<file path="src/bfs_pkg.sv">
// Shared types, constants and a saturating add helper function for the background fit sum accumulator.
package bfs_pkg;

   // Build-time configuration
   localparam int COORD_BITS       = 11;
   localparam int PIXEL_BITS       = 16;
   localparam int RADIUS_FRAC_BITS = 8;

   // Fixed port and register widths
   localparam int POS_W       = 11;
   localparam int PIX_W       = 16;
   localparam int THR_W       = 16;
   localparam int CENTER_BITS = 11;
   localparam int COEF_W      = 32;
   localparam int CSR_W       = 32;
   localparam int CSR_IDX_W   = 3;
   localparam int IDX_W       = 4;
   localparam int SUM_W       = 64;
   localparam int COUNT_BITS  = 23;

   // Derived datapath widths
   localparam int DELTA_BITS = CENTER_BITS + 1;
   localparam int D2_BITS    = 2 * DELTA_BITS - 1;
   localparam int R_BITS     = (D2_BITS + 2 * RADIUS_FRAC_BITS + 1) / 2;
   localparam int RAD_BITS   = 2 * R_BITS;
   localparam int MUL_W      = 33;
   localparam int PROD_W     = 2 * MUL_W;
   localparam int NUM_FIT    = 13;
   localparam int SIDX_W     = $clog2(NUM_FIT);
   localparam int STEP_W     = $clog2(R_BITS + 1);

   // Request queue between front and back
   localparam int FQ_DEPTH = 4;
   localparam int FQ_PTR_W = $clog2(FQ_DEPTH);

   localparam logic [COUNT_BITS-1:0] COUNT_MAX = {COUNT_BITS{1'b1}};
   localparam logic signed [SUM_W-1:0] SUM_MAX = {1'b0, {(SUM_W-1){1'b1}}};
   localparam logic signed [SUM_W-1:0] SUM_MIN = {1'b1, {(SUM_W-1){1'b0}}};

   // Register indexes
   localparam logic [CSR_IDX_W-1:0] CSR_LOW_THR  = 3'd0;
   localparam logic [CSR_IDX_W-1:0] CSR_HIGH_THR = 3'd1;
   localparam logic [CSR_IDX_W-1:0] CSR_X_CENTER = 3'd2;
   localparam logic [CSR_IDX_W-1:0] CSR_Y_CENTER = 3'd3;
   localparam logic [CSR_IDX_W-1:0] CSR_COEF_K   = 3'd4;
   localparam logic [CSR_IDX_W-1:0] CSR_COEF_A   = 3'd5;
   localparam logic [CSR_IDX_W-1:0] CSR_COEF_B   = 3'd6;
   localparam logic [CSR_IDX_W-1:0] CSR_COEF_C   = 3'd7;

   // Fit term order (also the sum slot order)
   localparam logic [STEP_W-1:0] FT_Z     = STEP_W'(0);
   localparam logic [STEP_W-1:0] FT_ZR    = STEP_W'(1);
   localparam logic [STEP_W-1:0] FT_ZX    = STEP_W'(2);
   localparam logic [STEP_W-1:0] FT_ZY    = STEP_W'(3);
   localparam logic [STEP_W-1:0] FT_R     = STEP_W'(4);
   localparam logic [STEP_W-1:0] FT_X     = STEP_W'(5);
   localparam logic [STEP_W-1:0] FT_Y     = STEP_W'(6);
   localparam logic [STEP_W-1:0] FT_R2    = STEP_W'(7);
   localparam logic [STEP_W-1:0] FT_XR    = STEP_W'(8);
   localparam logic [STEP_W-1:0] FT_YR    = STEP_W'(9);
   localparam logic [STEP_W-1:0] FT_X2    = STEP_W'(10);
   localparam logic [STEP_W-1:0] FT_Y2    = STEP_W'(11);
   localparam logic [STEP_W-1:0] FT_XY    = STEP_W'(12);
   localparam logic [STEP_W-1:0] FT_DONE  = STEP_W'(13);

   // Residual sequence steps
   localparam logic [STEP_W-1:0] RS_AR    = STEP_W'(0);
   localparam logic [STEP_W-1:0] RS_BX    = STEP_W'(1);
   localparam logic [STEP_W-1:0] RS_CY    = STEP_W'(2);
   localparam logic [STEP_W-1:0] RS_LAST  = STEP_W'(3);
   localparam logic [STEP_W-1:0] RS_ERR   = STEP_W'(4);
   localparam logic [STEP_W-1:0] RS_MAG   = STEP_W'(5);
   localparam logic [STEP_W-1:0] RS_SQ    = STEP_W'(6);
   localparam logic [STEP_W-1:0] RS_ACC   = STEP_W'(7);

   // Square-of-distance steps
   localparam logic [STEP_W-1:0] D2_XX    = STEP_W'(0);
   localparam logic [STEP_W-1:0] D2_YY    = STEP_W'(1);

   // Last emitted index per pass
   localparam logic [STEP_W-1:0] EMIT_FIT_LAST = STEP_W'(NUM_FIT);
   localparam logic [STEP_W-1:0] EMIT_RES_LAST = STEP_W'(1);

   typedef struct packed {
      logic [THR_W-1:0]         low_threshold;
      logic [THR_W-1:0]         high_threshold;
      logic [CENTER_BITS-1:0]   x_center;
      logic [CENTER_BITS-1:0]   y_center;
      logic signed [COEF_W-1:0] coef_k;
      logic signed [COEF_W-1:0] coef_a;
      logic signed [COEF_W-1:0] coef_b;
      logic signed [COEF_W-1:0] coef_c;
   } cfg_type;

   // Classified request handed from front to back
   typedef struct packed {
      logic                         func;
      logic                         in_win;
      logic                         last;
      logic [PIXEL_BITS-1:0]        z;
      logic signed [DELTA_BITS-1:0] dx;
      logic signed [DELTA_BITS-1:0] dy;
   } item_type;

   typedef struct packed {
      logic [IDX_W-1:0]        idx;
      logic signed [SUM_W-1:0] value;
      logic                    run_end;
   } rsp_type;

   typedef enum logic [2:0] {
      BK_IDLE,
      BK_D2,
      BK_ROOT,
      BK_FIT,
      BK_RES,
      BK_EMIT
   } back_state_type;

   // Saturating signed 64-bit add
   function automatic logic signed [SUM_W-1:0] sat_add(
      input logic signed [SUM_W-1:0] a,
      input logic signed [SUM_W-1:0] b
   );
      logic signed [SUM_W-1:0] s;
      begin
         s = a + b;
         if (a[SUM_W-1] == b[SUM_W-1] && s[SUM_W-1] != a[SUM_W-1]) begin
            s = a[SUM_W-1] ? SUM_MIN : SUM_MAX;
         end
         return s;
      end
   endfunction

endpackage

</file>
<file path="src/bfs_front.sv">
// Front end: accepts pixel requests, applies the window and center, queues them.
module bfs_front (
   input  logic               clock,
   input  logic               reset,
   input  logic               req_push,
   output logic               req_full,
   input  logic               req_func,
   input  logic [10:0]        req_x_pos,
   input  logic [10:0]        req_y_pos,
   input  logic [15:0]        req_pixel_value,
   input  logic               req_last_pixel,
   input  bfs_pkg::cfg_type   cfg,
   output logic               item_valid,
   output bfs_pkg::item_type  item,
   input  logic               item_take
);
   import bfs_pkg::*;

   item_type            fq_mem [FQ_DEPTH];
   logic [FQ_PTR_W-1:0] wr_ptr_ff, wr_ptr_in;
   logic [FQ_PTR_W-1:0] rd_ptr_ff, rd_ptr_in;
   logic [FQ_PTR_W:0]   cnt_ff, cnt_in;
   logic                push, pop;
   item_type            cls;
   logic [THR_W-1:0]    z_ext;

   // Classification of the incoming request
   always_comb begin
      z_ext      = THR_W'(req_pixel_value[PIXEL_BITS-1:0]);
      cls.func   = req_func;
      cls.last   = req_last_pixel;
      cls.z      = req_pixel_value[PIXEL_BITS-1:0];
      cls.in_win = (z_ext >= cfg.low_threshold) && (z_ext <= cfg.high_threshold);
      cls.dx     = $signed(DELTA_BITS'(req_x_pos[COORD_BITS-1:0]))
                 - $signed({1'b0, cfg.x_center});
      cls.dy     = $signed(DELTA_BITS'(req_y_pos[COORD_BITS-1:0]))
                 - $signed({1'b0, cfg.y_center});
   end

   // Queue control
   assign req_full   = (cnt_ff == (FQ_PTR_W+1)'(FQ_DEPTH));
   assign item_valid = (cnt_ff != '0);
   assign item       = fq_mem[rd_ptr_ff];
   assign push       = req_push && !req_full;
   assign pop        = item_take && item_valid;

   always_comb begin
      wr_ptr_in = push ? wr_ptr_ff + 1'b1 : wr_ptr_ff;
      rd_ptr_in = pop  ? rd_ptr_ff + 1'b1 : rd_ptr_ff;
      cnt_in    = cnt_ff;
      if (push && !pop) begin
         cnt_in = cnt_ff + 1'b1;
      end else if (pop && !push) begin
         cnt_in = cnt_ff - 1'b1;
      end
   end

   always_ff @(posedge clock) begin
      if (reset) begin
         wr_ptr_ff <= '0;
         rd_ptr_ff <= '0;
         cnt_ff    <= '0;
      end else begin
         wr_ptr_ff <= wr_ptr_in;
         rd_ptr_ff <= rd_ptr_in;
         cnt_ff    <= cnt_in;
      end
   end

   // Queue storage
   always_ff @(posedge clock) begin
      if (push) begin
         fq_mem[wr_ptr_ff] <= cls;
      end
   end

endmodule

</file>
<file path="config.mk">
export PLATFORM = sky130hd
export DESIGN_NAME = bfs_front
export DESIGN_NICKNAME = d
export VERILOG_FILES = /design/src/bfs_pkg.sv /design/src/bfs_front.sv
export SDC_FILE = /design/constraint.sdc
export NUM_CORES = 1
export LEC_CHECK = 0
export BUFFER_PORTS_ARGS = -buffer_cell sky130_fd_sc_hd__buf_2
export CORE_MARGIN = 2
export CORE_UTILIZATION = 40
export DETAILED_ROUTE_END_ITERATION = 8
export HOLD_SLACK_MARGIN = 0.05
export PLACE_DENSITY = 0.64
export SLEW_MARGIN = 20
export SYNTH_ARGS = -nofsm -noshare
export SYNTH_HDL_FRONTEND = slang
export SYNTH_SLANG_ARGS = --single-unit
</file>
<file path="constraint.sdc">
create_clock -name clock -period 6.05 [get_ports clock]
set_input_delay 0.605 -clock clock [delete_from_list [all_inputs] [get_ports clock]]
set_output_delay 0.605 -clock clock [all_outputs]
set_load 0.01 [all_outputs]
</file>
==> results.ini, run 1 <==
[sta]
finalCritPeriodShare = 0.460
clock_skew_ns = 0.00918
worstMarginPinSlew_ns = 0.952
rsz0062_at_grt = false
slew_violations = 0
final_hold_viol_count = 0
maxSlewHeadroom = 0.357
fin_ws_ns = 3.27
tns_ns = 0
layout_min_cycle_time_ns = 2.78
setup_viol = 0
max_freq_mhz = 360

[finish]
n_fill_cell = 1833
drive_gt1_frac = 0.338
diodes = 0
multi_input_area_um2 = 2800
ff_latch_area_um2 = 5350
area_delta_synth_final_pct = 19.1
final_nets = 964

[clock_tree]
cts_num_sinks = 181
post_cts_resized = 0
postCtsSetupRepairBufs = 0
numCtsBuffers = 17
cts_tree = done
root_buffer = clkbuf_16
ctsHoldBuffers = 0
path_clk_slew_ns = 0.07
clk_latency_ns = 0.42
clockBufferDepth = 2
htree_num_levels = 4

[setup_path]
slowest_stage = dfxtp_4
path_cells = mux4_2 -> buf_2
crit_arrival_ns = 2.18
worstSetupPathType = reg -> out
required_ns = 5.44
slowest_delay_ns = 0.95
cp_top_family = flip-flops
cp_num_buf_inv = 1
crit_path_start_kind = flip-flop
cp-end-kind = output port
critPathMaxFanout = 43

[drt]
antenna_left = 0
dr.pass1.iters = 4
via_per_inst = 5.09
route.detailed.drc = 0
wl_per_cell_um = 17.0
wl_um = 16400
drtIter0Drc = 182
via_count = 4907

[floorplan]
num_io_pins = 271
initial_core_util = 0.404
core_um2 = 20900
die_width_um = 149
fp-row-count = 53
die_area_um2 = 22300
die_h_um = 149

[outcome]
status = completed

[synthesis]
synth_largest_area_cell = edfxtp_1
syn_area_um2 = 8430
ys.warnings.count = 0
synthTopCellsByCount = edfxtp_1, inv_1, ha_1, mux4_2, nor2_1
ys_async_sr_fraction = 0
syn_inst = 522
yosys.cell_count.top_type = edfxtp_1
yosys-top-cells-area = edfxtp_1, mux4_2, ha_1, inv_1, dfxtp_1
ys.flop_type = edfxtp_1
synth_fp_nets = 810
ys_ff_latch = 181
synth_top_area_share = 0.612
netlist-cell-type-count = 50
synth_area_per_cell_um2 = 16.2
synth_edf_count = 172
ys_seq_area_frac = 0.634

[global_route]
overflow = 0
grt_max_degree = 44
grtUsageTotal = 0.153
grt_pass1_vias = 5101
antenna_found_initial = 0
grt_first_pass_wirelength_um = 25800

[pwr]
powerDensity_nw_per_um2 = 364
vdd.ir_drop.worst_mv = 0.252
total_power_mw = 3.66
p_leak_nw = 3.93

[placed_design]
gp_congestion = 0.825
port_buffers = 142
place_ws_ns = 2.84
place_hpwl_um = 11400

[hold_path]
hp-class = in -> reg

[run]
drv_cap = 0

layout make-up:
type | count | area share
timing repair buffer | 147 | 0.0745
tap | 275 | 0.0342
multi-input combinational | 264 | 0.279
clock buffer | 19 | 0.0452
clock inverter | 13 | 0.0107
sequential | 181 | 0.533
inverter | 65 | 0.0243
per-stage QoR:
step                      std cells  utilization  hold slack (ns)  area (um^2)
after detailed placement        932        0.454            0.514         9490
after CTS                       964        0.481            0.390        10000
after global routing            964        0.481            0.391        10000
after global placement          932        0.454            0.470         9490
final                           964        0.481            0.401        10000
after floorplan                 522            -            0.461         8430
layout by cell type (no fill, tap or decap), types with 4 or more instances in the layout:
cell         n
a21oi_1     17
a31oi_1      4
and2_2       4
buf_2      142
buf_4        5
clkbuf_16   18
dfxtp_1      7
edfxtp_1   172
ha_1        59
inv_1       65
inv_4        4
inv_6        5
mux4_2      43
nand2_1      9
nand3_1      5
nor2_1      20
nor2b_1      7
nor3_1       4
o211ai_1     4
o21a_1      12
o21ai_0     12
o31a_1       4
or3_1        4
xnor2_1     11
xor2_1       6
cell families after synthesis:
family,Yosys count,synth area share
XOR/XNOR,17,0.0177
flip-flops,181,0.634
adder cells (fa/ha/maj),62,0.0947
buffers and inverters,77,0.0349
AO/OA/AOI/OAI,71,0.0568
AND/OR/NAND/NOR,69,0.0450
multiplexers,45,0.117
power breakdown:
part           switching (mW)  internal (mW)  leakage, nW
Combinational           0.461          0.457         2.00
Clock                   0.482          0.566        0.286
Sequential              0.117           1.57         1.65
Total                    1.06           2.60         3.93
metal layers:
metal | share of wire | wire length, um | global-route usage
met5 | 0 | 0 | 0
met2 | 0.53 | 8610 | 0.271
met4 | 0.013 | 219 | 0.0519
met3 | 0.034 | 556 | 0.0306
met1 | 0.43 | 7010 | 0.188
registers in the layout, indices dropped and copies added (netlist names), named ones only:
register,cells
rd_ptr_ff,2
wr_ptr_ff,2
cnt_ff,3
fq_mem,172
path summary, 6_finish.rpt:
check | startpoint | end | slack (ns) | cells after the start
setup / recovery | flip-flop | item[19] | 3.27 | 2
hold / removal | req_func | fq_mem[2][42]$_DFFE_PP_ | 0.40 | 1
setup reg to reg | cnt_ff[0]$_SDFFE_PP0P_ | fq_mem[1][25]$_DFFE_PP_ | 3.69 | 4
hold reg to reg | cnt_ff[2]$_SDFFE_PP0P_ | cnt_ff[2]$_SDFFE_PP0P_ | 0.53 | 2
Note: power is estimated with default switching activity, not from simulation.
==> run 2, diff against run 1 <==
--- a/config.mk
+++ b/config.mk
@@ -5,6 +5,7 @@
 export SDC_FILE = /design/constraint.sdc
 export NUM_CORES = 1
 export LEC_CHECK = 0
+export ABC_AREA = 1
 export BUFFER_PORTS_ARGS = -buffer_cell sky130_fd_sc_hd__buf_2
 export CORE_MARGIN = 2
 export CORE_UTILIZATION = 40
==> constraint.sdc (replaced) <==
create_clock -name clock -period 2.7 [get_ports clock]
set_input_delay 0.27 -clock clock [delete_from_list [all_inputs] [get_ports clock]]
set_output_delay 0.27 -clock clock [all_outputs]
set_load 0.01 [all_outputs]
==> results.ini, run 2 <==
[pwr]
vdd.ir_drop.worst_mv = 0.421  ; +67%
p_int_mw = 5.68  ; +120%
comb_power_share = 0.280  ; +0.029
switching_share = 0.312  ; +0.0221
clkPwrFrac = 0.285  ; -0.002
p_leak_nw = 4.40  ; +12%
powerDensity_nw_per_um2 = 786  ; +120%
total_power_mw = 8.25  ; +130%
p_seq_frac = 0.435  ; -0.027
switching_power_mw = 2.58  ; +140%

[sta]
final_hold_viol_count = 0  ; unchanged
worstMarginPinSlew_ns = 0.580  ; -0.372 ns
finalCritPeriodShare = 0.774
max_freq_mhz = 479
slew_violations = 0  ; unchanged
clock_skew_ns = 0.00475  ; -0.00444 ns
layout_min_cycle_time_ns = 2.09
maxSlewHeadroom = 0.613  ; +0.255
rsz0062_at_grt = false
setup_viol = 0  ; unchanged

[drt]
drtIter0Drc = 418  ; +130%
route.detailed.drc = 0  ; unchanged
wl_um = 18400  ; +12%
antenna_left = 0  ; unchanged
via_per_inst = 4.90  ; -3.7%
wl_per_cell_um = 14.7  ; -14%
dr.pass1.iters = 4  ; unchanged
via_count = 6136  ; +25%

[hold_path]
hp-class = in -> reg
hold_path_startpoint = req_func
min_to = fq_mem[2][42]$_DFFE_PP_
holdPathStages = 1  ; unchanged

[synthesis]
ys.flop_type = edfxtp_1
ys_seq_area_frac = 0.608  ; -0.0258
synth_fp_nets = 1099  ; +36%
ys_ff_latch = 181  ; unchanged
netlist-cell-type-count = 35  ; -30%
synth_edf_count = 172  ; unchanged
synth_top_area_share = 0.588  ; -0.0249
ys.warnings.count = 0  ; unchanged
syn_area_um2 = 8790  ; +4.2%
synth_largest_area_cell = edfxtp_1
synthTopCellsByCount = edfxtp_1, nor2_1, inv_1, o21ai_0, nand2_1
synth_area_per_cell_um2 = 10.8  ; -33%
yosys-top-cells-area = edfxtp_1, ha_1, o21ai_0, nor2_1, inv_1
syn_inst = 811  ; +55%
yosys.cell_count.top_type = edfxtp_1
ys_async_sr_fraction = 0  ; unchanged

[placed_design]
gp_congestion = 0.845  ; +2.3%
place_hpwl_um = 12400  ; +8.7%
dpl_cell_area_um2 = 9930  ; +4.7%
port_buffers = 142  ; unchanged

[clock_tree]
htree_num_levels = 4  ; unchanged
clockBufferDepth = 2  ; unchanged
postCtsSetupRepairBufs = 0  ; unchanged
post_cts_resized = 0  ; unchanged
cts_num_sinks = 181  ; unchanged
path_clk_slew_ns = 0.06  ; about the same
root_buffer = clkbuf_16
cts_tree = done
numCtsBuffers = 17  ; unchanged
ctsHoldBuffers = 0  ; unchanged
clk_latency_ns = 0.42  ; about the same

[floorplan]
initial_core_util = 0.405  ; +0.00162
fp-row-count = 54  ; +1.9%
num_io_pins = 271  ; unchanged
die_h_um = 152  ; +2.0%
die_area_um2 = 23200  ; +4.1%
die_width_um = 152  ; +2.0%
core_um2 = 21700  ; +3.8%

[finish]
final_cell_mix = edfxtp_1, buf_2, nor2_1, inv_1, o21ai_0
final_nets = 1247  ; +29%
final_core_util = 0.484  ; +0.00310
multi_input_area_um2 = 2940  ; +4.9%
final_common_cell = edfxtp_1
largest_reg_flops = 172  ; unchanged
diodes = 0  ; unchanged
area_delta_synth_final_pct = 19.4
largest_registers = fq_mem (172), cnt_ff (3)
design_area_um2 = 10500  ; +4.5%
drive_gt1_frac = 0.209  ; -0.129
n_fill_cell = 2005  ; +9.4%
regMostFlops = fq_mem
ff_latch_area_um2 = 5350  ; about the same

[global_route]
grt_pass1_vias = 5842  ; +15%
grt_first_pass_wirelength_um = 29400  ; +14%
grtUsageTotal = 0.160  ; +0.00667
overflow = 0  ; unchanged
antenna_found_initial = 0  ; unchanged
grt_max_degree = 61  ; +39%

[setup_path]
r2r_end = cnt_ff[2]$_SDFFE_PP0P_
reg2reg_slack_ns = 0.75  ; -2.94 ns
reg2reg_depth = 11  ; +7
crit_arrival_ns = 1.82  ; -0.36 ns
worstSetupPathType = reg -> out
r2r_start = cnt_ff[0]$_SDFFE_PP0P_
cp-end-kind = output port
required_ns = 2.43  ; -3.01 ns
critPathMaxFanout = 43  ; unchanged
crit_path_start_kind = flip-flop

[run]
drv_cap = 0  ; unchanged

[outcome]
status = completed

run 2: changes by cell type after synthesis, sizes merged, moves of 7 or more:
cell	change
a21oi	+14
xnor2	-7
inv	+47
o21ai	+89
o22ai	+41
nand3	+9
nor2	+96
clkbuf	+9
nor2b	-8
nand2	+69
mux4	-43
o21a	-10
run 2: cell families after synthesis:
logic type / synth area share
AOI/OAI and AO/OA: 0.119
xor gates and xnor gates: 0.0159
adders and majority gates: 0.0908
buffers and inverters: 0.0613
DFF: 0.608
and+or+nand+nor: 0.105
run 2: metal layers:
| layer | GRT usage | share of wire | vias to the layer above |
|---|---|---|---|
| met5 | 0 | 0 | - |
| met4 | 0.0503 | 0.011 | 0 |
| met3 | 0.0364 | 0.044 | 16 |
| met2 | 0.273 | 0.50 | 122 |
| met1 | 0.203 | 0.45 | 2878 |
| li1 | - | - | 3120 |
run 2: layout make-up:
cell class / instances / share of cell area
Tap cell: 280 / 0.0334
Timing Repair Buffer: 156 / 0.0837
Multi-Input combinational cell: 491 / 0.280
Sequential cell: 181 / 0.509
Clock buffer: 20 / 0.0416
Clock inverter: 12 / 0.0124
Inverter: 112 / 0.0400
run 2: metrics by stage:
step / cells / TNS, ns / setup slack, ns / hold slack [ns]
global placement: 1220 / 0 / 0.748 / 0.492
global route: 1252 / 0 / 0.468 / 0.0599
detailed placement: 1220 / 0 / 0.750 / 0.499
finish: 1252 / 0 / 0.611 / 0.0785
CTS: 1252 / 0 / 0.552 / 0.0572
floorplan: 811 / -49.11 / -0.286 / 0.369
run 2: power by group through the flow:
stage | registers [mW] | logic [mW] | clock network (mW)
CTS | 3.59 | 2.35 | 2.41
floorplan | 3.65 | 1.41 | 0
global placement | 3.65 | 2.32 | 0
detailed placement | 3.65 | 2.35 | 0
global route | 3.62 | 2.60 | 2.52
finish | 3.59 | 2.31 | 2.35
run 2: worst max-delay path, cell delays in order, from the launching register on:
cell and delay [ns]:
dfxtp_1 0.32, buf_4 0.43, o21ai_0 0.18, o22ai_1 0.27
buf_2 0.18
run 2: worst max-delay path by stage:
stage	slack, ns	to	from	cells after the start
2_1_floorplan	-0.29	fq_mem[0][0]$_DFFE_PP_	cnt_ff[0]$_SDFFE_PP0P_	4
3_3_place_gp	0.75	fq_mem[3][8]$_DFFE_PP_	req_y_pos[0]	8
3_5_place_dp	0.75	fq_mem[2][8]$_DFFE_PP_	req_y_pos[0]	8
4_1_cts	0.55	item[1]	flip-flop	4
5_1_grt	0.47	item[1]	flip-flop	4
6_report	0.61	item[1]	flip-flop	4
==> run 3, diff against run 2 <==
==> constraint.sdc (replaced) <==
create_clock -name clock -period 2 [get_ports clock]
set_input_delay 0.2 -clock clock [delete_from_list [all_inputs] [get_ports clock]]
set_output_delay 0.2 -clock clock [all_outputs]
set_load 0.01 [all_outputs]
==> results.ini, run 3 (synthesis results as in run 2) <==
[pwr]
switching_share = 0.319  ; +0.00714
comb_power_share = 0.282  ; +0.002
p_int_mw = 7.82  ; +38%
clkPwrFrac = 0.295  ; +0.010
vdd.ir_drop.worst_mv = 0.649  ; +54%
p_seq_frac = 0.423  ; -0.012
switching_power_mw = 3.66  ; +42%
total_power_mw = 11.5  ; +39%
p_leak_nw = 4.53  ; +2.9%
powerDensity_nw_per_um2 = 1060  ; +35%

[sta]
final_hold_viol_count = 0  ; unchanged
layout_min_cycle_time_ns = 1.84
hold-worst-slack_ns = 0.0629  ; -0.0156 ns
worstMarginPinSlew_ns = 0.425  ; -0.155 ns
setup_viol = 0  ; unchanged
clock_skew_ns = 0.00970  ; +0.00495 ns
maxSlewHeadroom = 0.715  ; +0.102
tns_ns = 0  ; unchanged
fin_ws_ns = 0.164  ; -0.447 ns
rsz0062_at_grt = false
max_freq_mhz = 545
finalCritPeriodShare = 0.918
slew_violations = 0  ; unchanged

[finish]
final_nets = 1270  ; +1.8%
diodes = 0  ; unchanged
ff_latch_area_um2 = 5350  ; about the same
regMostFlops = fq_mem
multi_input_area_um2 = 2950  ; +0.30%
design_area_um2 = 10800  ; +3.1%
largest_registers = fq_mem (172), cnt_ff (3)
area_delta_synth_final_pct = 23.1
final_cell_mix = edfxtp_1, buf_2, nor2_1, inv_1, o21ai_0
final_cells = 1275  ; +1.8%
drive_gt1_frac = 0.220  ; +0.0113
final_common_cell = edfxtp_1
final_core_util = 0.499  ; +0.0148
n_fill_cell = 1937  ; -3.4%
largest_reg_flops = 172  ; unchanged

[setup_path]
slowest_stage = dfxtp_2
path_cells = buf_4 -> o21ai_0 -> o22ai_1 -> buf_2
cp_top_family = buffers and inverters
critPathMaxFanout = 26  ; -40%
required_ns = 1.80  ; -0.63 ns
crit_path_start_kind = flip-flop
r2r_start = cnt_ff[1]$_SDFFE_PP0P_
cp_num_buf_inv = 2  ; unchanged
cp-end-kind = output port
crit_arrival_ns = 1.64  ; -0.18 ns
slowest_delay_ns = 0.37  ; -0.06 ns
worstSetupPathType = reg -> out

[clock_tree]
cts_num_sinks = 181  ; unchanged
postCtsSetupRepairBufs = 0  ; unchanged
cts_tree = done
numCtsBuffers = 17  ; unchanged
clockBufferDepth = 2  ; unchanged
path_clk_slew_ns = 0.07  ; about the same
htree_num_levels = 4  ; unchanged
clk_latency_ns = 0.43  ; about the same
root_buffer = clkbuf_16

[global_route]
grt_pass1_vias = 6155  ; +5.4%
grtUsageTotal = 0.165  ; +0.00496
grt_max_degree = 51  ; -16%
overflow = 0  ; unchanged
antenna_found_initial = 0  ; unchanged
grt_first_pass_wirelength_um = 30600  ; +4.1%

[drt]
route.detailed.drc = 0  ; unchanged
wl_um = 18700  ; +1.8%
antenna_left = 0  ; unchanged
via_per_inst = 4.98  ; +1.6%
drtIter0Drc = 308  ; -26%
wl_per_cell_um = 14.7  ; about the same
dr.pass1.iters = 4  ; unchanged
via_count = 6351  ; +3.5%

[placed_design]
dp.cells = 1226  ; +0.49%
gp_congestion = 0.857  ; +1.5%
port_buffers = 142  ; unchanged
place_hpwl_um = 12400  ; +0.68%
dpl_cell_area_um2 = 10000  ; +0.83%
place_ws_ns = 0.0317  ; -0.718 ns

[floorplan]
die_width_um = 152  ; unchanged
fp-row-count = 54  ; unchanged
core_um2 = 21700  ; unchanged
num_io_pins = 271  ; unchanged
die_h_um = 152  ; unchanged
die_area_um2 = 23200  ; unchanged
initial_core_util = 0.405  ; unchanged

[outcome]
status = completed

[run]
drv_cap = 0  ; unchanged

[hold_path]
hp-class = in -> reg
hold_path_startpoint = req_pixel_value[12]

run 3: area by class of cell:
type / instances / area share
Sequential cell: 181 / 0.494
Timing Repair Buffer: 179 / 0.106
Clock inverter: 15 / 0.0173
Clock buffer: 17 / 0.0393
Tap cell: 280 / 0.0324
Multi-Input combinational cell: 491 / 0.272
Inverter: 112 / 0.0389
run 3: final timing paths:
path,slack [ns],end,cells past startpoint
max,0.16,item[9],4
min reg2reg,0.51,wr_ptr_ff[0]$_SDFFE_PP0P_,2
max reg2reg,0.17,cnt_ff[2]$_SDFFE_PP0P_,11
min,0.06,fq_mem[2][36]$_DFFE_PP_,1
run 3: power by group through the flow:
stage / logic (mW) / registers, mW / clock network [mW]
5_1_grt: 3.63 / 4.89 / 3.63
4_1_cts: 3.26 / 4.85 / 3.46
2_1_floorplan: 1.91 / 4.92 / 0
6_report: 3.24 / 4.85 / 3.39
3_3_place_gp: 3.17 / 4.92 / 0
3_5_place_dp: 3.23 / 4.93 / 0
run 3: timing repair:
| action | CTS | global route |
|---|---|---|
| hold endpoints to repair | 64 | 4 |
| setup endpoints to repair | 0 | 10 |
| hold buffers | 16 | 1 |
| resized for setup | 0 | 10 |
run 3: worst reg2reg max path, delay by kind of cell, from the launching register on:
kind | cells | cell delay [ns]
compound gates | 4 | 0.48
fa+ha+maj | 2 | 0.50
buf+inv | 3 | 0.21
flops | 1 | 0.35
simple gates | 2 | 0.24
run 3: per-layer routing:
metal,wire length [um],track usage,vias to the layer above
met5,0,0,-
met2,9600,0.290,122
met1,8100,0.205,3039
met4,257,0.0449,0
met3,747,0.0356,23
li1,-,-,3167
